===== src/rtl/tlc_way_ops.sv =====
// ----------------------------------------------------------------------------
// tlc_way_ops
// Tag match, victim pick and LRU reorder for one set row.
// ----------------------------------------------------------------------------
module tlc_way_ops #(
	parameter int WAYS     = 4,
	parameter int BLK_BITS = 28
) (
	input  logic [WAYS-1:0][BLK_BITS-1:0]                   tags,
	input  logic [WAYS-1:0]                                 valid,
	input  logic [WAYS-1:0][(WAYS > 1 ? $clog2(WAYS) : 1)-1:0] lru,
	input  logic [BLK_BITS-1:0]                             key,
	output logic                                            hit,
	output logic [(WAYS > 1 ? $clog2(WAYS) : 1)-1:0]        hit_way,
	output logic [(WAYS > 1 ? $clog2(WAYS) : 1)-1:0]        victim,
	output logic [WAYS-1:0][(WAYS > 1 ? $clog2(WAYS) : 1)-1:0] touch_lru,
	output logic [WAYS-1:0][(WAYS > 1 ? $clog2(WAYS) : 1)-1:0] demote_lru
);
	localparam int WW = WAYS > 1 ? $clog2(WAYS) : 1;

	logic [WW-1:0] tway;
	logic [WW-1:0] tpos;
	logic [WW-1:0] dpos;

	always_comb begin
		hit     = 1'b0;
		hit_way = '0;
		for (int w = WAYS - 1; w >= 0; w--) begin
			if (valid[w] && tags[w] == key) begin
				hit     = 1'b1;
				hit_way = WW'(w);
			end
		end
		victim = lru[0];
		tway   = hit ? hit_way : victim;
		tpos   = '0;
		dpos   = '0;
		for (int p = WAYS - 1; p >= 0; p--) begin
			if (lru[p] == tway) begin
				tpos = WW'(p);
			end
			if (lru[p] == hit_way) begin
				dpos = WW'(p);
			end
		end
		// move the touched way to the most recent end
		for (int i = 0; i < WAYS; i++) begin
			if (i < int'(tpos)) begin
				touch_lru[i] = lru[i];
			end else if (i < WAYS - 1) begin
				touch_lru[i] = lru[(i + 1) % WAYS];
			end else begin
				touch_lru[i] = tway;
			end
		end
		// move the hit way to the least recent end
		for (int i = 0; i < WAYS; i++) begin
			if (i == 0) begin
				demote_lru[i] = hit_way;
			end else if (i <= int'(dpos)) begin
				demote_lru[i] = lru[(i + WAYS - 1) % WAYS];
			end else begin
				demote_lru[i] = lru[i];
			end
		end
	end

endmodule


===== config.mk =====
export PLATFORM = sky130hd
export DESIGN_NAME = tlc_way_ops
export DESIGN_NICKNAME = d
export VERILOG_FILES = /design/src/rtl/tlc_way_ops.sv
export SDC_FILE = /design/constraint.sdc
export NUM_CORES = 1
export LEC_CHECK = 0
export BUFFER_PORTS_ARGS = -buffer_cell sky130_fd_sc_hd__buf_2
export CAP_MARGIN = 20
export CORE_MARGIN = 2
export CORE_UTILIZATION = 44
export DETAILED_ROUTE_END_ITERATION = 10
export PLACE_DENSITY_LB_ADDON = 0.25
export SLEW_MARGIN = 30
export SYNTH_ARGS = -nofsm -noshare
export SYNTH_HDL_FRONTEND = slang
export SYNTH_SLANG_ARGS = --single-unit

===== constraint.sdc =====
create_clock -name vclk -period 3.69
set_input_delay 0.369 -clock vclk [all_inputs]
set_output_delay 0.369 -clock vclk [all_outputs]
set_load 0.01 [all_outputs]

==> results of run 1 <==
[layout by cell type (no fill, tap or decap), types with 3 or more instances in the layout]
master    count
inv_1         4
a221oi_1      3
and3_1        5
nor2_1       11
buf_2       173
nand4_1      39
nand3_1       8
buf_4         6
a211o_1       3
mux2i_1       4
xnor2_1      80
and2_1        5
nor4_1       15
o21ai_0       4
nor4_2        3
nor3_1        5
a21oi_1       7
o211ai_1      5
nand2_1      16
xor2_1       38
[metal layers]
| metal | vias to the layer above | GRT usage [%] | share of wire [%] |
|---|---|---|---|
| met5 | - | 0 | 0 |
| met1 | 1479 | 31.8 | 39 |
| met3 | 26 | 3.64 | 6.1 |
| met2 | 162 | 55.5 | 52 |
| li1 | 1560 | - | - |
| met4 | 0 | 10.7 | 3.6 |
[cell families (layout without fill, tap and decap cells)]
| kind of cell | after synthesis | in the layout | synth area share (%) |
|---|---|---|---|
| XOR/XNOR | 118 | 118 | 41.4 |
| multiplexers | 8 | 8 | 3.71 |
| AND/OR/NAND/NOR | 131 | 131 | 33.7 |
| AO/OA/AOI/OAI | 50 | 50 | 16.6 |
| buffers and inverters | 21 | 184 | 4.62 |
[worst paths after layout]
kind	from	end	slack (ns)	depth (start not counted)
worst max-delay path	key[27]	touch_lru[3]	0.12	12
worst min-delay path	lru[0]	victim[0]	1.03	2
[power breakdown]
group	switching [mW]	internal, mW	total (mW)
clock	0	0	0
sequential	0	0	0
combinational	0.214	0.185	0.399
total	0.214	0.185	0.399
[what timing repair did]
| item | in CTS | in global routing |
|---|---|---|
| setup buffers | 0 | 0 |
| gates resized for setup | 1 | 4 |
| endpoints found under the setup margin | 8 | 10 |
| hold endpoints to repair | 0 | 0 |
[per-stage QoR]
| step | area [um^2] | TNS (ns) | setup slack (ns) | instances |
|---|---|---|---|---|
| floorplan | 2490 | 0 | 0.736 | 328 |
| global placement | 3400 | -0.439 | -0.0958 | 563 |
| detailed placement | 3400 | -0.551 | -0.108 | 563 |
| CTS | 3400 | 0 | 0.0907 | 563 |
| global route | 3430 | 0 | 0.00356 | 563 |
| finish | 3430 | 0 | 0.123 | 563 |
[area by class of cell]
class,instances,area [um^2]
repair buffers,179,911
inverters,5,18.8
multi-input cells,307,2410
well taps,72,90.1
fillers,525,2070
==> metrics.md, run 1 <==
| Metric | Value |
|---|---|
| Status | `complete, no violations` |
| Final Hold Fails | `0` |
| Worst setup EP type | `output port` |
| PD cells | `between 100 and 150 nW/um^2` |
| Gpl congestion | `between 0.9 and 1` |
| Top cells by count, synth | `80 x xnor2_1, 39 x nand4_1, 38 x xor2_1` |
| Final HPWL DP | `8590 um` |
| Number of library cell types mapped by synthesis | `between 60 and 70` |
| Tmin final | `about 3.6 ns` |
| IO Port Bufs | `173` |
| Yosys top cell area share | `28.1%` |
| Die W | `around 80 um` |
| Clock buffer count in the final layout | `0` |
| Count leader, synth | `xnor2_1` |
| Initial antenna violation count | `0` |
| Largest net degree at the start of global routing | `20` |
| Leakage power | `1.49 nW` |
| Worst path buffer plus inverter count | `3` |
| Routed WL | `between 9000 and 10,000 um` |
| # diodes | `0` |
| Worst Path Required | `~3.3 ns` |
| Placeable Area | `about 5500 um^2` |
| Overflow left after global routing | `0` |
| VDD IR max | `slightly below 90 uV` |
| Routed Antenna Nets | `0` |
| Drt drc | `0` |
| Delay-heaviest family, CP | `simple AND/OR/NAND/NOR gates` |
| FF+latch area | `0 um^2` |
| Via count | `~3,200` |
| Worst Tran Pin Value | `around 0.54 ns` |
| Final Total Pwr | `roughly 0.4 mW` |
| Post-synthesis sequential area ratio | `0%` |
| Hold WS | `~1.0 ns` |
| Avg Inst Size Synth | `between 7 and 8 um^2` |
| # rows | `27` |
| Largest area contributor in the netlist | `xnor2_1` |
| Hold crit path type | `input pin to output port` |
| Final core area utilization | `around 62%` |
| Syn nets | `480` |
| Seq cells | `0` |
| Area growth from synthesis to layout | `37.6%` |
| CTS Hold Buffers Added | `0` |
| Final net count | `roughly 650` |
| RSZ-0062 raised after global routing | `no` |
| Cells after Synth | `between 300 and 400` |
| Slowest CP cell | `nor4_1` |
| Ports | `173` |
| DRT Pass-1 Iters | `4` |
| Final period util | `between 90% and 100%` |
| Startpoint types | `input pin` |
| Max Slew Vio Count | `0` |
| Initial cell density of the core | `a little under half` |
| Drt via density | `about 5.7` |
| Total track usage | `28.8%` |
| Synth top area cells | `xnor2_1 28%, xor2_1 13%, nand4_1 9.8%` |
| Drt initial violations | `149` |
| Most common cell on crit path | `buf_2` |
| Wirelength per Cell | `17.1 um` |
| Worst Path Max Fanout | `6` |
| Synth Warn # | `0` |
| First-pass GRT wire length | `between 10,000 and 15,000 um` |
| Mapped cell area | `~2500 um^2` |
| Die Ht | `roughly 79 um` |
| Worst stage delay on the critical path | `between 0.4 and 0.5 ns` |
| Max-Cap Viols | `0` |
| Slew Limit Headroom | `between 60% and 70%` |
| Setup violators final | `0` |
| FMAX | `280 MHz` |
| Critical path type | `input pin to output port` |
| Worst Path Arrival | `about 3.2 ns` |
| Layout cells sized above 1 | `approximately 42%` |
| Die area | `around 6300 um^2` |
| Cell Chain, Critical Path | `buf_2 > xor2_1 > nor4_1 > buf_4 > nand4_1 > nor2_1 > o21ai_0 > a32o_1 > a22oi_2 > o211ai_1 > mux2_1 > buf_2` |
| Vias in the first global route | `between 3,000 and 4,000` |
(Power assumes the default switching activity.)
==> inputs of run 2 (changes only) <==
--- a/config.mk
+++ b/config.mk
@@ -5,10 +5,11 @@
 export SDC_FILE = /design/constraint.sdc
 export NUM_CORES = 1
 export LEC_CHECK = 0
+export ABC_AREA = 1
 export BUFFER_PORTS_ARGS = -buffer_cell sky130_fd_sc_hd__buf_2
 export CAP_MARGIN = 20
 export CORE_MARGIN = 2
-export CORE_UTILIZATION = 44
+export CORE_UTILIZATION = 49
 export DETAILED_ROUTE_END_ITERATION = 10
 export PLACE_DENSITY_LB_ADDON = 0.25
 export SLEW_MARGIN = 30
==> metrics.md, run 2 <==
| Metric | Value |
|---|---|
| Commonest non-fill, non-tap cell in the layout | `nand2_1` |
| DRT Pass-1 Iters | `5 (+1)` |
| Final Hold Fails | `0 (unchanged)` |
| Worst Path Arrival | `2.41 ns (-0.79 ns)` |
| Top cells by count, synth | `430 x nand2_1, 112 x inv_1, 111 x nor2_1` |
| PostCTS Resize Cnt | `0 (-1)` |
| Mapped cell area | `3480 um^2 (+40%)` |
| Routed Antenna Nets | `0 (unchanged)` |
| Synth Area in Adders | `0% (unchanged)` |
| Final setup TNS | `0 ns (unchanged)` |
| Commonest cells after routing, fill and taps aside | `430 x nand2_1, 173 x buf_2, 112 x inv_1` |
| Simple-gate share of the synthesized area | `77.1% (+43 points)` |
| IO Port Bufs | `173 (unchanged)` |
| Cell Chain, Critical Path | `buf_2 > inv_2 > nand2_1 > nand4_1 > nor2_1 > nand2_1 > nor2_1 > nand2_1 > nand2_1 > nand2_2 > nand2_4 > nand2_2 > nand2_1 > nand2_1 > nand2_2 > nand3_2 > nand2_1 > nand2_1 > nand2_1 > buf_2` |
| Worst setup EP type | `output port` |
| Ports | `173 (unchanged)` |
| Slew Limit Headroom | `70.5% (+7.0 points)` |
| Worst Tran Pin Value | `0.439 ns (-0.103 ns)` |
| RSZ-0062 raised after global routing | `no` |
| Die area | `7800 um^2 (+24%)` |
| Startpoint types | `input pin` |
| Largest area contributor in the netlist | `nand2_1` |
| Drt initial violations | `433 (+190%)` |
| Non-Filler Instances | `1,089 (+93%)` |
| Instance count on the critical path | `20 (+8)` |
| Clock buffer count in the final layout | `0 (unchanged)` |
| Placeable Area | `6830 um^2 (+24%)` |
| Yosys top cell area share | `46.4% (+18 points)` |
| Delay-heaviest family, CP | `simple AND/OR/NAND/NOR gates` |
| Worst stage delay on the critical path | `0.17 ns (-0.26 ns)` |
| Drt via density | `4.97 (-13%)` |
| Number of library cell types mapped by synthesis | `26 (-60%)` |
| FF+latch area | `0 um^2 (unchanged)` |
| Synth Area in Compound Gates | `2.08% (-14 points)` |
| Initial cell density of the core | `51.0% (+5.7 points)` |
| FMAX | `360 MHz (+28%)` |
| Wirelength per Cell | `13.3 um (-22%)` |
| Cells after Synth | `824 (+150%)` |
| Setup violators final | `0 (unchanged)` |
| Hold crit path type | `input pin to output port` |
| Count leader, synth | `nand2_1` |
| First-pass GRT wire length | `21,800 um (+53%)` |
| Mux cell area share after synthesis | `0% (-3.7 points)` |
| Status | `complete, no violations` |
| Post-synthesis sequential area ratio | `0% (unchanged)` |
| Leakage power | `3.12 nW (+110%)` |
| Setup Buffers After CTS | `0 (unchanged)` |
| Avg Inst Size Synth | `4.23 um^2 (-44%)` |
| VDD IR max | `58.4 uV (-35%)` |
| Seq cells | `0 (unchanged)` |
| Die W | `88.3 um (+11%)` |
| Final net count | `1,147 (+78%)` |
| Die Ht | `88.3 um (+11%)` |
| Most common cell on crit path | `nand2_1` |
| Tmin final | `2.78 ns (-0.791 ns)` |
| Hold Path Cell Cnt | `2 (unchanged)` |
| XOR/XNOR Fraction of Synth Area | `4.02% (-37 points)` |
| CTS Hold Buffers Added | `0 (unchanged)` |
| # diodes | `0 (unchanged)` |
| Slowest CP cell | `nand4_1` |
| Layout cells sized above 1 | `24.7% (-17 points)` |
| Routed WL | `14,500 um (+51%)` |
| Total track usage | `36.2% (+7.4 points)` |
| Syn nets | `976 (+100%)` |
| Final core area utilization | `65.0% (+2.6 points)` |
| Final period util | `75.2% (-21 points)` |
| Worst Path Required | `3.32 ns (about the same)` |
| Vias in the first global route | `4,600 (+48%)` |
| Max-Cap Viols | `0 (unchanged)` |
| Synth Warn # | `0 (unchanged)` |
| Gpl congestion | `1.06 (+12%)` |
| Initial antenna violation count | `0 (unchanged)` |
| Worst path buffer plus inverter count | `3 (unchanged)` |
| PD cells | `113 nW/um^2 (-2.9%)` |
| Area growth from synthesis to layout | `27.5%` |
| Worst Path Max Fanout | `8 (+2)` |
| Critical path type | `input pin to output port` |
| Filler cells | `791 (+51%)` |
| Max Slew Vio Count | `0 (unchanged)` |
| Overflow left after global routing | `0 (unchanged)` |
| # rows | `30 (+11%)` |
| Synth top area cells | `nand2_1 46%, inv_1 12%, nor2_1 12%` |
| Main combinational cell family by area after synthesis | `simple AND/OR/NAND/NOR gates` |
| Placed cells | `1,089 (+93%)` |
| Final HPWL DP | `13,000 um (+51%)` |
| Via count | `5,408 (+68%)` |
| Largest net degree at the start of global routing | `9 (-55%)` |
| Drt drc | `0 (unchanged)` |
-- run 2: cell count changes after synthesis, sizes merged, moves of 30 or more --
cell | previous run | this run
nand2 | 16 | 453
xor2 | 38 | 7
xnor2 | 80 | 9
nand3 | 8 | 38
inv | 4 | 148
nor2 | 14 | 120
-- run 2: logic make-up after synthesis --
family | count (synthesis)
compound gates | 13
xor+xnor | 16
simple gates | 643
buf+inv | 152
-- run 2: final cells by class --
class | count | area, um^2 | share of cell area [%]
inverter | 148 | 556 | 12.5
multi-input combinational | 672 | 2900 | 65.3
tap | 96 | 120 | 2.71
timing repair buffer | 173 | 866 | 19.5
-- run 2: power by group --
part / internal [mW] / switching (mW) / leakage, nW
Clock: 0 / 0 / 0
Combinational: 0.184 / 0.317 / 3.12
Sequential: 0 / 0 / 0
Total: 0.184 / 0.317 / 3.12
-- run 2: layer usage --
metal | track usage, % | vias to the layer above | routed length (um)
met5 | 0 | - | 0
met4 | 17.1 | 0 | 859
met3 | 3.64 | 52 | 1580
met2 | 58.3 | 312 | 6170
met1 | 48.5 | 2264 | 5850
li1 | - | 2780 | -
-- run 2: worst paths after layout --
| kind | end | startpoint | slack (ns) |
|---|---|---|---|
| setup / recovery | touch_lru[0] | key[12] | 0.91 |
| hold / removal | victim[1] | lru[1] | 1.02 |
-- run 2: stage by stage --
stage,power [mW],setup WS [ns],instance area [um^2],hold WS (ns)
after floorplan,0.276,1.55,3480,0.830
after global placement,0.485,1.02,4440,1.02
after detailed placement,0.488,0.976,4440,1.02
after CTS,0.490,0.976,4440,1.02
after global routing,0.557,0.698,4440,1.03
final,0.502,0.914,4440,1.02
