==> config.mk <==
export PLATFORM = sky130hd
export DESIGN_NAME = tlc_set_ram
export DESIGN_NICKNAME = d
export VERILOG_FILES = /design/src/rtl/tlc_set_ram.sv
export SDC_FILE = /design/constraint.sdc
export NUM_CORES = 1
export LEC_CHECK = 0
export BUFFER_PORTS_ARGS = -buffer_cell sky130_fd_sc_hd__clkbuf_2
export CORE_MARGIN = 3
export CORE_UTILIZATION = 38
export DETAILED_ROUTE_END_ITERATION = 8
export HOLD_SLACK_MARGIN = 0.08
export PLACE_DENSITY = 0.62
export SYNTH_ARGS = -nofsm -noshare
export SYNTH_HDL_FRONTEND = slang
export SYNTH_SLANG_ARGS = --single-unit
==> constraint.sdc <==
create_clock -name clk -period 2.55 [get_ports clk]
set_clock_uncertainty 0.1 [all_clocks]
set_input_delay 0.51 -clock clk [delete_from_list [all_inputs] [get_ports clk]]
set_output_delay 0.51 -clock clk [all_outputs]
set_load 0.01 [all_outputs]
==> src/rtl/tlc_set_ram.sv <==
// ----------------------------------------------------------------------------
// tlc_set_ram
// One row per set, one write and one read port, registered read data.
// A per-row written flag tells the reader whether the row still holds its
// reset contents.
// ----------------------------------------------------------------------------
module tlc_set_ram #(
	parameter int DEPTH = 16,
	parameter int WIDTH = 32
) (
	input  logic                                  clk,
	input  logic                                  arst_n,
	input  logic                                  rd_en,
	input  logic [(DEPTH > 1 ? $clog2(DEPTH) : 1)-1:0] rd_addr,
	output logic [WIDTH-1:0]                      rd_data,
	output logic                                  rd_live,
	input  logic                                  wr_en,
	input  logic [(DEPTH > 1 ? $clog2(DEPTH) : 1)-1:0] wr_addr,
	input  logic [WIDTH-1:0]                      wr_data
);
	logic [WIDTH-1:0] mem [DEPTH];
	logic [DEPTH-1:0] written_q;

	always_ff @(posedge clk) begin
		if (wr_en) begin
			mem[wr_addr] <= wr_data;
		end
		if (rd_en) begin
			rd_data <= mem[rd_addr];
		end
	end

	always_ff @(posedge clk or negedge arst_n) begin
		if (!arst_n) begin
			written_q <= '0;
			rd_live   <= 1'b0;
		end else begin
			if (wr_en) begin
				written_q[wr_addr] <= 1'b1;
			end
			if (rd_en) begin
				rd_live <= written_q[rd_addr];
			end
		end
	end

endmodule

==> metrics.md, run 1 <==
| Metric | Value |
|---|---|
| Sink Count | `561` |
| Total clock buffers created by CTS | `54` |
| Via count of the first global-routing pass | `9575` |
| Max Cap Violations | `0` |
| Worst Path Class, Setup | `reg -> out` |
| Final core utilization | `45.09%` |
| Top post-synthesis cells by area | `edfxtp_1 78%, mux4_2 18%, dfrtp_1 2.0%, buf_6 0.48%, or2_2 0.48%` |
| Setup repair after global routing missed its margin | `no` |
| Vertical die dimension | `240.7 um` |
| # setup viols final | `0` |
| Final design instance area without fill | `24410 um2` |
| Synth top area share | `78.06%` |
| Max stage delay cell, worst path | `edfxtp_1` |
| Proportion of layout cells with a drive suffix above 1 | `39.20%` |
| Syn_area_per_cell | `25.96 um2` |
| Worst slew slack as a fraction of its limit | `54.97%` |
| Clock tree root buffer cell | `clkbuf_16` |
| Post-DR wirelength/cell | `26.74 um` |
| Least-Margin Pin Slew | `0.6754 ns` |
| Clock slew at the register clock pins of the worst setup and hold paths | `0.07 ns` |
| Number of buffer and inverter stages on the critical path | `1` |
| Biggest area consumer among synthesized cells | `edfxtp_1` |
| Placeable core area | `54130 um2` |
| Max rail drop VDD | `0.0004887 V` |
| Wire length of the first global-routing pass | `66.13 mm` |
| Synth-to-Final Area Change | `16.64%` |
| Number of nets with antenna violations after routing | `0` |
| TritonRoute pass-1 iters | `5` |
| Clock latency reported for the late side of the worst-skew pair | `0.60 ns` |
| Critical path, cell by cell | `clkbuf_2` |
| # IOs | `77` |
| Synthesis-stage register bit count | `561` |
| Most instantiated cells after synthesis | `544 x edfxtp_1, 164 x mux4_2, 17 x dfrtp_1` |
| Vias post-DR | `9018` |
| Worst Path Max Fanout | `1` |
| Static leakage power | `7.684 nW` |
| Pwr Density | `775.1 nW/um2` |
| Final max-slew violation count | `0` |
| Kind of end point of the critical path | `primary output` |
| Die ar. | `57920 um2` |
| Nature of the critical path startpoint | `flop` |
| Hpwl dp | `22.76 mm` |
| CP Data Arrival Time | `1.24 ns` |
| Count leader, synth | `edfxtp_1` |
| Violation count after the first detailed-routing iteration | `852` |
| Die boundary width | `240.7 um` |
| Post-CTS setup buffer count | `0` |
| Initial antenna violation count | `3` |
| Status | `complete, no violations` |
| Count of input and output buffers | `76` |
| Post-synth design cell area | `20930 um2` |
| Highest clock frequency the design can meet | `0.5402 GHz` |
| Portion of the post-synthesis area used by sequential elements | `80.09%` |
| Overall power | `18.92 mW` |
| CP top delay family | `flip-flops` |
| Maximum single-stage delay on the critical path | `0.47 ns` |
| Starting utilization of the core area | `38.66%` |
| Count of distinct cell types in the synthesized netlist | `17` |
| Overflow after GRT | `0` |
| Required time reported for the critical path endpoint | `1.94 ns` |
| Gate Count Post-Synth | `806` |
| Htree depth | `2` |
| Worst hold path class | `in -> reg` |
| Synth async-reset ratio | `3.030%` |
| DRC errors left | `0` |
| Detail-routed via count per cell | `5.384` |
| Clock period minus final worst setup slack | `1.851 ns` |
| Global Route Usage Sum | `15.90%` |
| Final critical-path share of the clock period | `72.60%` |
| Top_reg_cell synth | `edfxtp_1` |
| Clock tree from TritonCTS | `yes` |
| Post-detailed-placement cell area | `22760 um2` |
| Placer congestion estimate | `0.6823` |
| Maximum number of pins on one net before global-route repair | `37` |
| Number of rows created at floorplan | `85` |
| Total of warnings raised by yosys | `0` |
| Net Count, Synth | `850` |
| Net count, final | `982` |
| Number of flops mapped to enable cells by yosys | `544` |
| Hold Vio Cnt, Final | `0` |
| Buffers from clock root to sink, at most | `3` |
| Final wirelength | `44.79 mm` |
[final cells by class]
type | count | area, um2
clock buffer | 72 | 1459
timing repair buffer | 114 | 1061
multi-input combinational | 207 | 4080
fill | 4391 | 29720
antenna | 2 | 5.005
tap | 696 | 870.8
clock inverter | 23 | 172.7
sequential | 561 | 16760
[path summary, 6_finish.rpt]
kind,startpoint,endpoint,slack [ns],depth (start not counted)
min in group asynchronous,arst_n,written_q[10]$_DFFE_PN0P_,0.37,2
min,wr_data[31],mem[8][31]$_DFFE_PP_,0.22,1
min reg2reg,written_q[13]$_DFFE_PN0P_,written_q[13]$_DFFE_PN0P_,0.37,1
max in group asynchronous,arst_n,written_q[5]$_DFFE_PN0P_,1.66,2
max,rd_data[2]$_DFFE_PP_,rd_data[2],0.70,1
max reg2reg,mem[15][0]$_DFFE_PP_,rd_data[0]$_DFFE_PP_,0.83,2
[cell families (layout without fill, tap and decap cells)]
kind of cell / count (synthesis) / in the layout / share of synthesized area (%)
buf+inv: 38 / 209 / 1.058
flops: 561 / 561 / 80.09
mux: 168 / 168 / 17.85
other cells: 0 / 2 / 0
simple gates: 39 / 39 / 1.004
[registers in the layout (all words and copies together) (netlist names)]
name	cells
rd_data	32
written_q	16
mem	512
rd_live	1
[power by group]
group | internal, mW | total, mW | switching [mW]
registers | 10.4 | 10.5 | 0.0876
clock network | 4.20 | 7.42 | 3.22
logic | 0.490 | 1.02 | 0.527
[per-layer routing]
layer  global-route usage (%)  vias to the layer above  routed length (um)
met5                        0                        -                  13
met4                    3.953                        2                 708
met3                    2.720                       54                2733
met2                    26.39                      289               22600
met1                    22.18                     4908               18730
li1                         -                     3765                   -
[timing repair]
action	in CTS	in global routing
hold endpoints to repair	17	0
hold buffers	1	0
gates resized for setup	0	0
[per-stage QoR]
stage | worst slack (ns) | TNS, ns | hold slack (ns) | instances
after floorplan | -0.4071 | -44.51 | 0.1144 | 806
after global placement | 0.1618 | 0 | 0.3455 | 1577
after detailed placement | 0.1509 | 0 | 0.3519 | 1577
after CTS | 0.6470 | 0 | 0.1904 | 1673
after global routing | 0.6501 | 0 | 0.2289 | 1673
final | 0.6987 | 0 | 0.2228 | 1675
[placed cells by master (no fill, tap or decap), drive strengths merged]
| cell | count |
|---|---|
| buf | 39 |
| bufinv | 2 |
| clkbuf | 146 |
| clkinv | 19 |
| dfrtp | 17 |
| diode | 2 |
| dlygate4sd3 | 1 |
| edfxtp | 544 |
| inv | 2 |
| mux2 | 1 |
| mux2i | 3 |
| mux4 | 164 |
| nand2 | 1 |
| nand2b | 2 |
| nand3 | 1 |
| nand3b | 2 |
| nor2 | 12 |
| nor3 | 4 |
| or2 | 16 |
| or3b | 1 |
No activity file was read; power rests on OpenSTA's default activity.
==> run 2, diff against run 1 <==
--- a/config.mk
+++ b/config.mk
@@ -10,7 +10,7 @@
 export CORE_UTILIZATION = 38
 export DETAILED_ROUTE_END_ITERATION = 8
 export HOLD_SLACK_MARGIN = 0.08
-export PLACE_DENSITY = 0.62
+export PLACE_DENSITY = 0.64
 export SYNTH_ARGS = -nofsm -noshare
 export SYNTH_HDL_FRONTEND = slang
 export SYNTH_SLANG_ARGS = --single-unit
==> constraint.sdc (replaced) <==
create_clock -name clk -period 1.6 [get_ports clk]
set_clock_uncertainty 0.1 [all_clocks]
set_input_delay 0.32 -clock clk [delete_from_list [all_inputs] [get_ports clk]]
set_output_delay 0.32 -clock clk [all_outputs]
set_load 0.01 [all_outputs]
==> run 2 against run 1 <==
Clock-buffer cell count stayed put. Sequential power is 59% higher. The flow now finishes with violations (setup timing). Non-clock buffer count is 90 higher. First-iteration DRC count is 4.6% higher. Final area is 4.8% higher. Worst setup slack worse by 0.82 ns. Worst hold slack worse by 0.080 ns. Power is 66% higher. Combinational power is 80% higher. Critical path type is now reg -> reg.
==> metrics.md, run 2 (synthesis results as in run 1) <==
| Metric | Value |
|---|---|
| Number of buffer and inverter stages on the critical path | `0 (-1)` |
| Final core utilization | `47.26% (+2.2 points)` |
| Failing checks | `setup timing` |
| Worst Slack Setup Final | `-0.1252 ns (-0.8239 ns)` |
| Buffers from clock root to sink, at most | `3 (unchanged)` |
| Violation count after the first detailed-routing iteration | `891 (+4.6%)` |
| # IOs | `77 (unchanged)` |
| Final wirelength | `44.90 mm (+0.25%)` |
| Leading cell type in the layout, fill and taps excluded | `edfxtp_1` |
| Starting utilization of the core area | `38.66% (unchanged)` |
| Initial antenna violation count | `3 (unchanged)` |
| Via count of the first global-routing pass | `9925 (+3.7%)` |
| Synth-to-Final Area Change | `22.26%` |
| Worst Path Class, Setup | `reg -> reg` |
| Placer congestion estimate | `0.7070 (+3.6%)` |
| Clock slew at the register clock pins of the worst setup and hold paths | `0.06 ns (about the same)` |
| Clock latency reported for the late side of the worst-skew pair | `0.60 ns (about the same)` |
| Vias post-DR | `9441 (+4.7%)` |
| TritonRoute pass-1 iters | `5 (unchanged)` |
| Startpoint of the lowest-slack register-to-register path | `mem[3][2]$_DFFE_PP_` |
| CP Data Arrival Time | `1.95 ns (+0.71 ns)` |
| Number of rows created at floorplan | `85 (unchanged)` |
| Hpwl dp | `26.63 mm (+17%)` |
| Number of filler instances in the final layout | `4289 (-2.3%)` |
| Largest register FFs | `512 (unchanged)` |
| Sum of negative setup slack | `-2.470 ns (-2.470 ns)` |
| Library cell appearing most often on the critical path | `mux4_2` |
| # setup viols final | `34 (+34)` |
| Kind of end point of the critical path | `flop` |
| Final cell count without fillers | `1771 (+5.7%)` |
| Total clock buffers created by CTS | `54 (unchanged)` |
| Hold Vio Cnt, Final | `0 (unchanged)` |
| Static leakage power | `8.266 nW (+7.6%)` |
| Max rail drop VDD | `0.0009296 V (+90%)` |
| Maximum number of pins on one net before global-route repair | `25 (-32%)` |
| Required time reported for the critical path endpoint | `1.82 ns (-0.12 ns)` |
| Worst hold path class | `in -> async` |
| Vertical die dimension | `240.7 um (unchanged)` |
| Clock tree from TritonCTS | `yes` |
| Global Route Usage Sum | `16.04% (+0.14 points)` |
| Worst Path Max Fanout | `1 (unchanged)` |
| CP top delay family | `multiplexers` |
| Post-detailed-placement cell area | `23420 um2 (+2.9%)` |
| Count of input and output buffers | `76 (unchanged)` |
| Final max-slew violation count | `0 (unchanged)` |
| Post-placement cell count | `1633 (+3.6%)` |
| Overflow after GRT | `0 (unchanged)` |
| Start point of the critical path | `mem[3][2]$_DFFE_PP_` |
| Maximum single-stage delay on the critical path | `0.52 ns (+0.05 ns)` |
| Largest Register | `mem` |
| Placeable core area | `54130 um2 (unchanged)` |
| Sink Count | `561 (unchanged)` |
| Wire length of the first global-routing pass | `67.37 mm (+1.9%)` |
| Clock tree root buffer cell | `clkbuf_16` |
| Post-DR wirelength/cell | `25.35 um (-5.2%)` |
| Most frequent cells in the layout | `544 x edfxtp_1, 164 x mux4_2, 70 x clkbuf_2` |
| Net count, final | `1072 (+9.2%)` |
| Die boundary width | `240.7 um (unchanged)` |
| Detail-routed via count per cell | `5.331 (-0.98%)` |
| Pwr Density | `1227 nW/um2 (+58%)` |
| Nature of the critical path startpoint | `flop` |
| Proportion of layout cells with a drive suffix above 1 | `42.26% (+3.1 points)` |
| Worst slew slack as a fraction of its limit | `69.82% (+15 points)` |
| Setup repair after global routing missed its margin | `yes` |
| Number of nets with antenna violations after routing | `0 (unchanged)` |
| Final design instance area without fill | `25590 um2 (+4.8%)` |
| Max stage delay cell, worst path | `mux4_2` |
| Least-Margin Pin Slew | `0.4528 ns (-0.2227 ns)` |
| DRC errors left | `0 (unchanged)` |
| Htree depth | `2 (unchanged)` |
| Largest registers ranked by flip-flop count | `mem: 512 flops, rd_data: 32 flops, written_q: 16 flops` |
| Max Cap Violations | `0 (unchanged)` |
| Worst hold-check slack | `0.1430 ns (-0.07982 ns)` |
| Critical path, cell by cell | `mux4_2, mux4_2` |
| Status | `complete, but fails checks` |
| Die ar. | `57920 um2 (unchanged)` |
| Clock period minus final worst setup slack | `1.725 ns` |
| Final critical-path share of the clock period | `107.8%` |
| Highest clock frequency the design can meet | `0.5797 GHz` |
-- run 2: cell types whose count changed in the layout (fill, tap and decap cells not counted), moves of 2 or more --
cell / before / now
clkinv_1: 9 / 4
buf_12: 30 / 47
buf_4: 8 / 47
clkbuf_2: 73 / 70
clkinvlp_4: 0 / 4
bufinv_16: 2 / 7
buf_2: 0 / 3
nand2b_4: 0 / 2
dlygate4sd3_1: 1 / 34
nand2b_1: 2 / 0
-- run 2: metal layers --
| metal | track usage, % | routed length (um) |
|---|---|---|
| met1 | 22.85 | 19310 |
| met2 | 25.52 | 21850 |
| met4 | 4.208 | 981 |
| met3 | 3.382 | 2756 |
| met5 | 0 | 0 |
-- run 2: area by class of cell --
type / instances / area [um2] / area share (%)
Timing Repair Buffer: 204 / 2036 / 7.956
Clock buffer: 72 / 1449 / 5.663
Sequential cell: 561 / 16760 / 65.51
Multi-Input combinational cell: 207 / 4114 / 16.08
Tap cell: 696 / 870.8 / 3.404
Antenna cell: 3 / 7.507 / 0.02934
Clock inverter: 28 / 346.6 / 1.355
-- run 2: timing repair --
item                                   in CTS  in global routing
setup buffers                               0                  1
pin swaps                                   0                  0
gates resized for setup                     0                  6
hold buffers                               34                  0
endpoints found under the hold margin     536                  0
setup endpoints to repair                  48                 51
-- run 2: final timing paths --
kind                       slack [ns]                       end  cells after the start
max                             -0.13      rd_data[2]$_DFFE_PP_                      2
min                              0.14  written_q[7]$_DFFE_PN0P_                      2
max reg2reg                     -0.13      rd_data[2]$_DFFE_PP_                      2
min reg2reg                      0.36  written_q[2]$_DFFE_PN0P_                      1
max in group asynchronous        0.92       rd_live$_DFFE_PN0P_                      2
min in group clk                 0.21      rd_data[3]$_DFFE_PP_                      3
-- run 2: through the flow --
stage / total power [mW] / worst slack, ns
4_1_cts: 31.68 / -0.1300
3_3_place_gp: 18.76 / -0.6460
6_report: 31.39 / -0.1252
2_1_floorplan: 17.98 / -0.5396
5_1_grt: 32.41 / -0.1549
3_5_place_dp: 18.81 / -0.6642
-- run 2: where the power goes --
group | internal, mW | total [mW] | switching (mW)
combinational | 0.956 | 1.84 | 0.888
sequential | 16.6 | 16.7 | 0.142
clock | 7.52 | 12.8 | 5.31
==> run 3, diff against run 2 <==
--- a/config.mk
+++ b/config.mk
@@ -5,12 +5,14 @@
 export SDC_FILE = /design/constraint.sdc
 export NUM_CORES = 1
 export LEC_CHECK = 0
+export ABC_AREA = 1
 export BUFFER_PORTS_ARGS = -buffer_cell sky130_fd_sc_hd__clkbuf_2
 export CORE_MARGIN = 3
 export CORE_UTILIZATION = 38
 export DETAILED_ROUTE_END_ITERATION = 8
 export HOLD_SLACK_MARGIN = 0.08
 export PLACE_DENSITY = 0.64
+export RECOVER_POWER = 25
 export SYNTH_ARGS = -nofsm -noshare
 export SYNTH_HDL_FRONTEND = slang
 export SYNTH_SLANG_ARGS = --single-unit
==> run 3 against run 2 <==
The run ends with capacitance limit, slew limit, setup timing left. Final cell count up 46%. Synthesized area up 4.0%. Sequential share of layout area down 2.1 points. Non-clock buffer count up 18. Via count up 44%. Worst setup slack better by 0.10 ns. Flip-flop and latch count unchanged.
==> metrics.md, run 3 <==
| Metric | Value |
|---|---|
| Status | `complete, but fails checks` |
| Failing checks | `capacitance limit, slew limit, setup timing` |
| Post-synth design cell area | `21770 um2 (+4.0%)` |
| Max stage delay cell, worst path | `edfxtp_1` |
| Max rail drop VDD | `0.0007573 V (-19%)` |
| Worst Path Class, Setup | `reg -> out` |
| Post-detailed-placement cell area | `24380 um2 (+4.1%)` |
| Count of distinct cell types in the synthesized netlist | `16 (-1)` |
| Vias post-DR | `13.61k (+44%)` |
| Count leader, synth | `edfxtp_1` |
| Number of rows created at floorplan | `87 (+2.4%)` |
| Clock tree from TritonCTS | `yes` |
| Final design instance area without fill | `26420 um2 (+3.2%)` |
| Nature of the critical path startpoint | `flop` |
| Net count, final | `1834 (+71%)` |
| Top post-synthesis cells by area | `edfxtp_1 75%, nor2_1 6.9%, o211ai_1 4.4%, o21ai_0 3.4%, o21ai_1 2.5%` |
| Sink Count | `561 (unchanged)` |
| Power share of the sequential group | `53.2% (about the same)` |
| Die ar. | `60190 um2 (+3.9%)` |
| Via count of the first global-routing pass | `13.25k (+33%)` |
| Synth top area share | `75.05% (-3.0 points)` |
| Highest clock frequency the design can meet | `0.6157 GHz (+6.2%)` |
| Final max-slew violation count | `35 (+35)` |
| Top_reg_cell synth | `edfxtp_1` |
| Worst hold path class | `in -> async` |
| Portion of the post-synthesis area used by sequential elements | `77.00% (-3.1 points)` |
| Total clock buffers created by CTS | `55 (+1.9%)` |
| Multi-input gate area | `4594 um2 (+12%)` |
| Net Count, Synth | `1663 (+96%)` |
| Buffers from clock root to sink, at most | `3 (unchanged)` |
| Most instantiated cells after synthesis | `544 x edfxtp_1, 402 x nor2_1, 148 x o21ai_0` |
| Number of filler instances in the final layout | `4882 (+14%)` |
| Worst Slack Setup Final | `-0.02414 ns (+0.1010 ns)` |
| Clock slew at the register clock pins of the worst setup and hold paths | `0.06 ns (about the same)` |
| Worst slew slack as a fraction of its limit | `-3.784% (-74 points)` |
| Worst hold-check slack | `0.3299 ns (+0.1870 ns)` |
| Overflow after GRT | `0 (unchanged)` |
| Proportion of layout cells with a drive suffix above 1 | `15.18% (-27 points)` |
| Detail-routed via count per cell | `5.259 (-1.4%)` |
| Clock tree root buffer cell | `clkbuf_16` |
| Largest Register | `mem` |
| Starting utilization of the core area | `38.53% (-0.13 points)` |
| Final cell count without fillers | `2588 (+46%)` |
| Synth-to-Final Area Change | `21.36%` |
| Pwr Density | `1188 nW/um2 (-3.2%)` |
| DRC errors left | `0 (unchanged)` |
| CP top delay family | `flip-flops` |
| Largest register FFs | `512 (unchanged)` |
| # setup viols final | `2 (-94%)` |
| Total of warnings raised by yosys | `0 (unchanged)` |
| Maximum number of pins on one net before global-route repair | `56 (+120%)` |
| TritonRoute pass-1 iters | `5 (unchanged)` |
| Global Route Usage Sum | `17.76% (+1.7 points)` |
| Final critical-path share of the clock period | `101.5% (-6.3 points)` |
| Leading cell type in the layout, fill and taps excluded | `edfxtp_1` |
| Area used by sequential logic in the layout | `16760 um2 (about the same)` |
| Die boundary width | `245.3 um (+1.9%)` |
| Number of buffer and inverter stages on the critical path | `1 (+1)` |
| Switching power | `6.807 mW (+7.3%)` |
| Htree depth | `2 (unchanged)` |
| Number of nets with antenna violations after routing | `0 (unchanged)` |
| Least-Margin Pin Slew | `1.557 ns (+1.104 ns)` |
| Part of the total power dissipated in the clock network | `40.0% (-0.9 points)` |
| Combinational share of power | `6.8% (+0.9 points)` |
| Pre-CTS WS | `-0.1241 ns (+0.5401 ns)` |
| Clock period minus final worst setup slack | `1.624 ns (-0.1010 ns)` |
| Number of flops mapped to enable cells by yosys | `544 (unchanged)` |
| Clock latency reported for the late side of the worst-skew pair | `0.61 ns (about the same)` |
| Kind of end point of the critical path | `primary output` |
| Synthesis-stage register bit count | `561 (unchanged)` |
| Internal power summed over all cells | `24.57 mW (-1.9%)` |
| Initial antenna violation count | `1 (-2)` |
| Gate Count Post-Synth | `1619 (+100%)` |
| Violation count after the first detailed-routing iteration | `1405 (+58%)` |
| Most frequent cells in the layout | `544 x edfxtp_1, 386 x nor2_1, 148 x o21ai_0` |
| # IOs | `77 (unchanged)` |
| Post-DR wirelength/cell | `20.70 um (-18%)` |
| Final wirelength | `53.56 mm (+19%)` |
| Vertical die dimension | `245.3 um (+1.9%)` |
| CP Data Arrival Time | `1.20 ns (-0.75 ns)` |
| Synth async-reset ratio | `3.030% (unchanged)` |
| Count of input and output buffers | `76 (unchanged)` |
| Hold Vio Cnt, Final | `0 (unchanged)` |
| Post-placement cell count | `2456 (+50%)` |
| Wire length of the first global-routing pass | `81.31 mm (+21%)` |
| Final core utilization | `46.76% (-0.51 points)` |
| Max Cap Violations | `1 (+1)` |
| Maximum single-stage delay on the critical path | `0.43 ns (-0.09 ns)` |
| Required time reported for the critical path endpoint | `1.18 ns (-0.64 ns)` |
| Worst Path Max Fanout | `1 (unchanged)` |
| Critical path, cell by cell | `clkbuf_2` |
| Setup repair after global routing missed its margin | `yes` |
| Hpwl dp | `30.85 mm (+16%)` |
| Sw frac | `21.69% (+1.5 points)` |
| Placer congestion estimate | `0.7734 (+9.4%)` |
| Largest registers ranked by flip-flop count | `mem: 512 flops, rd_data: 32 flops, written_q: 16 flops` |
| Placeable core area | `56500 um2 (+4.4%)` |
| Static leakage power | `8.740 nW (+5.7%)` |
| Syn_area_per_cell | `13.44 um2 (-48%)` |
| Biggest area consumer among synthesized cells | `edfxtp_1` |
## run 3: per-stage QoR
stage	power (mW)	setup TNS [ns]
3_5_place_dp	19.08	-18.30
4_1_cts	31.66	-0.3064
3_3_place_gp	19.04	-5.607
5_1_grt	32.50	-0.3960
6_report	31.38	-0.03256
2_1_floorplan	18.05	-135.42
## run 3: cell type report
class                      instances  area share [%]
antenna                            1        0.009473
clock buffer                      65           5.471
clock inverter                    33           1.123
inverter                           8          0.1421
multi-input combinational        942           17.39
sequential                       561           63.45
tap                              756           3.581
timing repair buffer             222           8.833
## run 3: power groups by stage
| stage | clock network, mW | registers, mW | logic, mW |
|---|---|---|---|
| final | 12.6 | 16.7 | 2.13 |
| after global routing | 13.4 | 16.7 | 2.35 |
| after floorplan | 0 | 17.0 | 1.05 |
| after detailed placement | 0 | 17.0 | 2.08 |
| after CTS | 12.8 | 16.7 | 2.16 |
| after global placement | 0 | 17.0 | 2.04 |
## run 3: timing repair
action                                  in CTS  in global routing
gates resized for setup                      0                  0
endpoints found under the setup margin      12                 12
hold buffers                                33                  0
hold endpoints to repair                   528                  0
buffers inserted                             0                  0
## run 3: path summary, 6_finish.rpt
check                                              start                        end  slack (ns)  cells past startpoint
worst max-delay path               rd_data[25]$_DFFE_PP_                rd_data[25]       -0.02                      1
worst min-delay path                              arst_n        rd_live$_DFFE_PN0P_        0.33                      2
worst max register to register      mem[1][10]$_DFFE_PP_      rd_data[10]$_DFFE_PP_        0.30                      6
worst min register to register  written_q[2]$_DFFE_PN0P_   written_q[2]$_DFFE_PN0P_        0.37                      1
max in group asynchronous                         arst_n  written_q[11]$_DFFE_PN0P_        0.43                      2
min in group clk                              rd_addr[2]      rd_data[27]$_DFFE_PP_        0.33                      5
## run 3: layer usage
metal  up-vias  track usage (%)  share of wire (%)
li1       6309                -                  -
met1      6811            24.87                 44
met2       401            28.77                 48
met3        89            2.737                5.5
met4         0            5.366                2.3
met5         -                0                  0
## run 3: cell families (layout without fill, tap and decap cells)
logic type             Yosys count  count (layout)  share of synthesized area, %
flip-flops                     561             561                         77.00
AO/OA/AOI/OAI                  384             384                         10.30
AND/OR/NAND/NOR                558             558                         10.25
buffers and inverters          116             328                         2.443
other                            0               1                             0
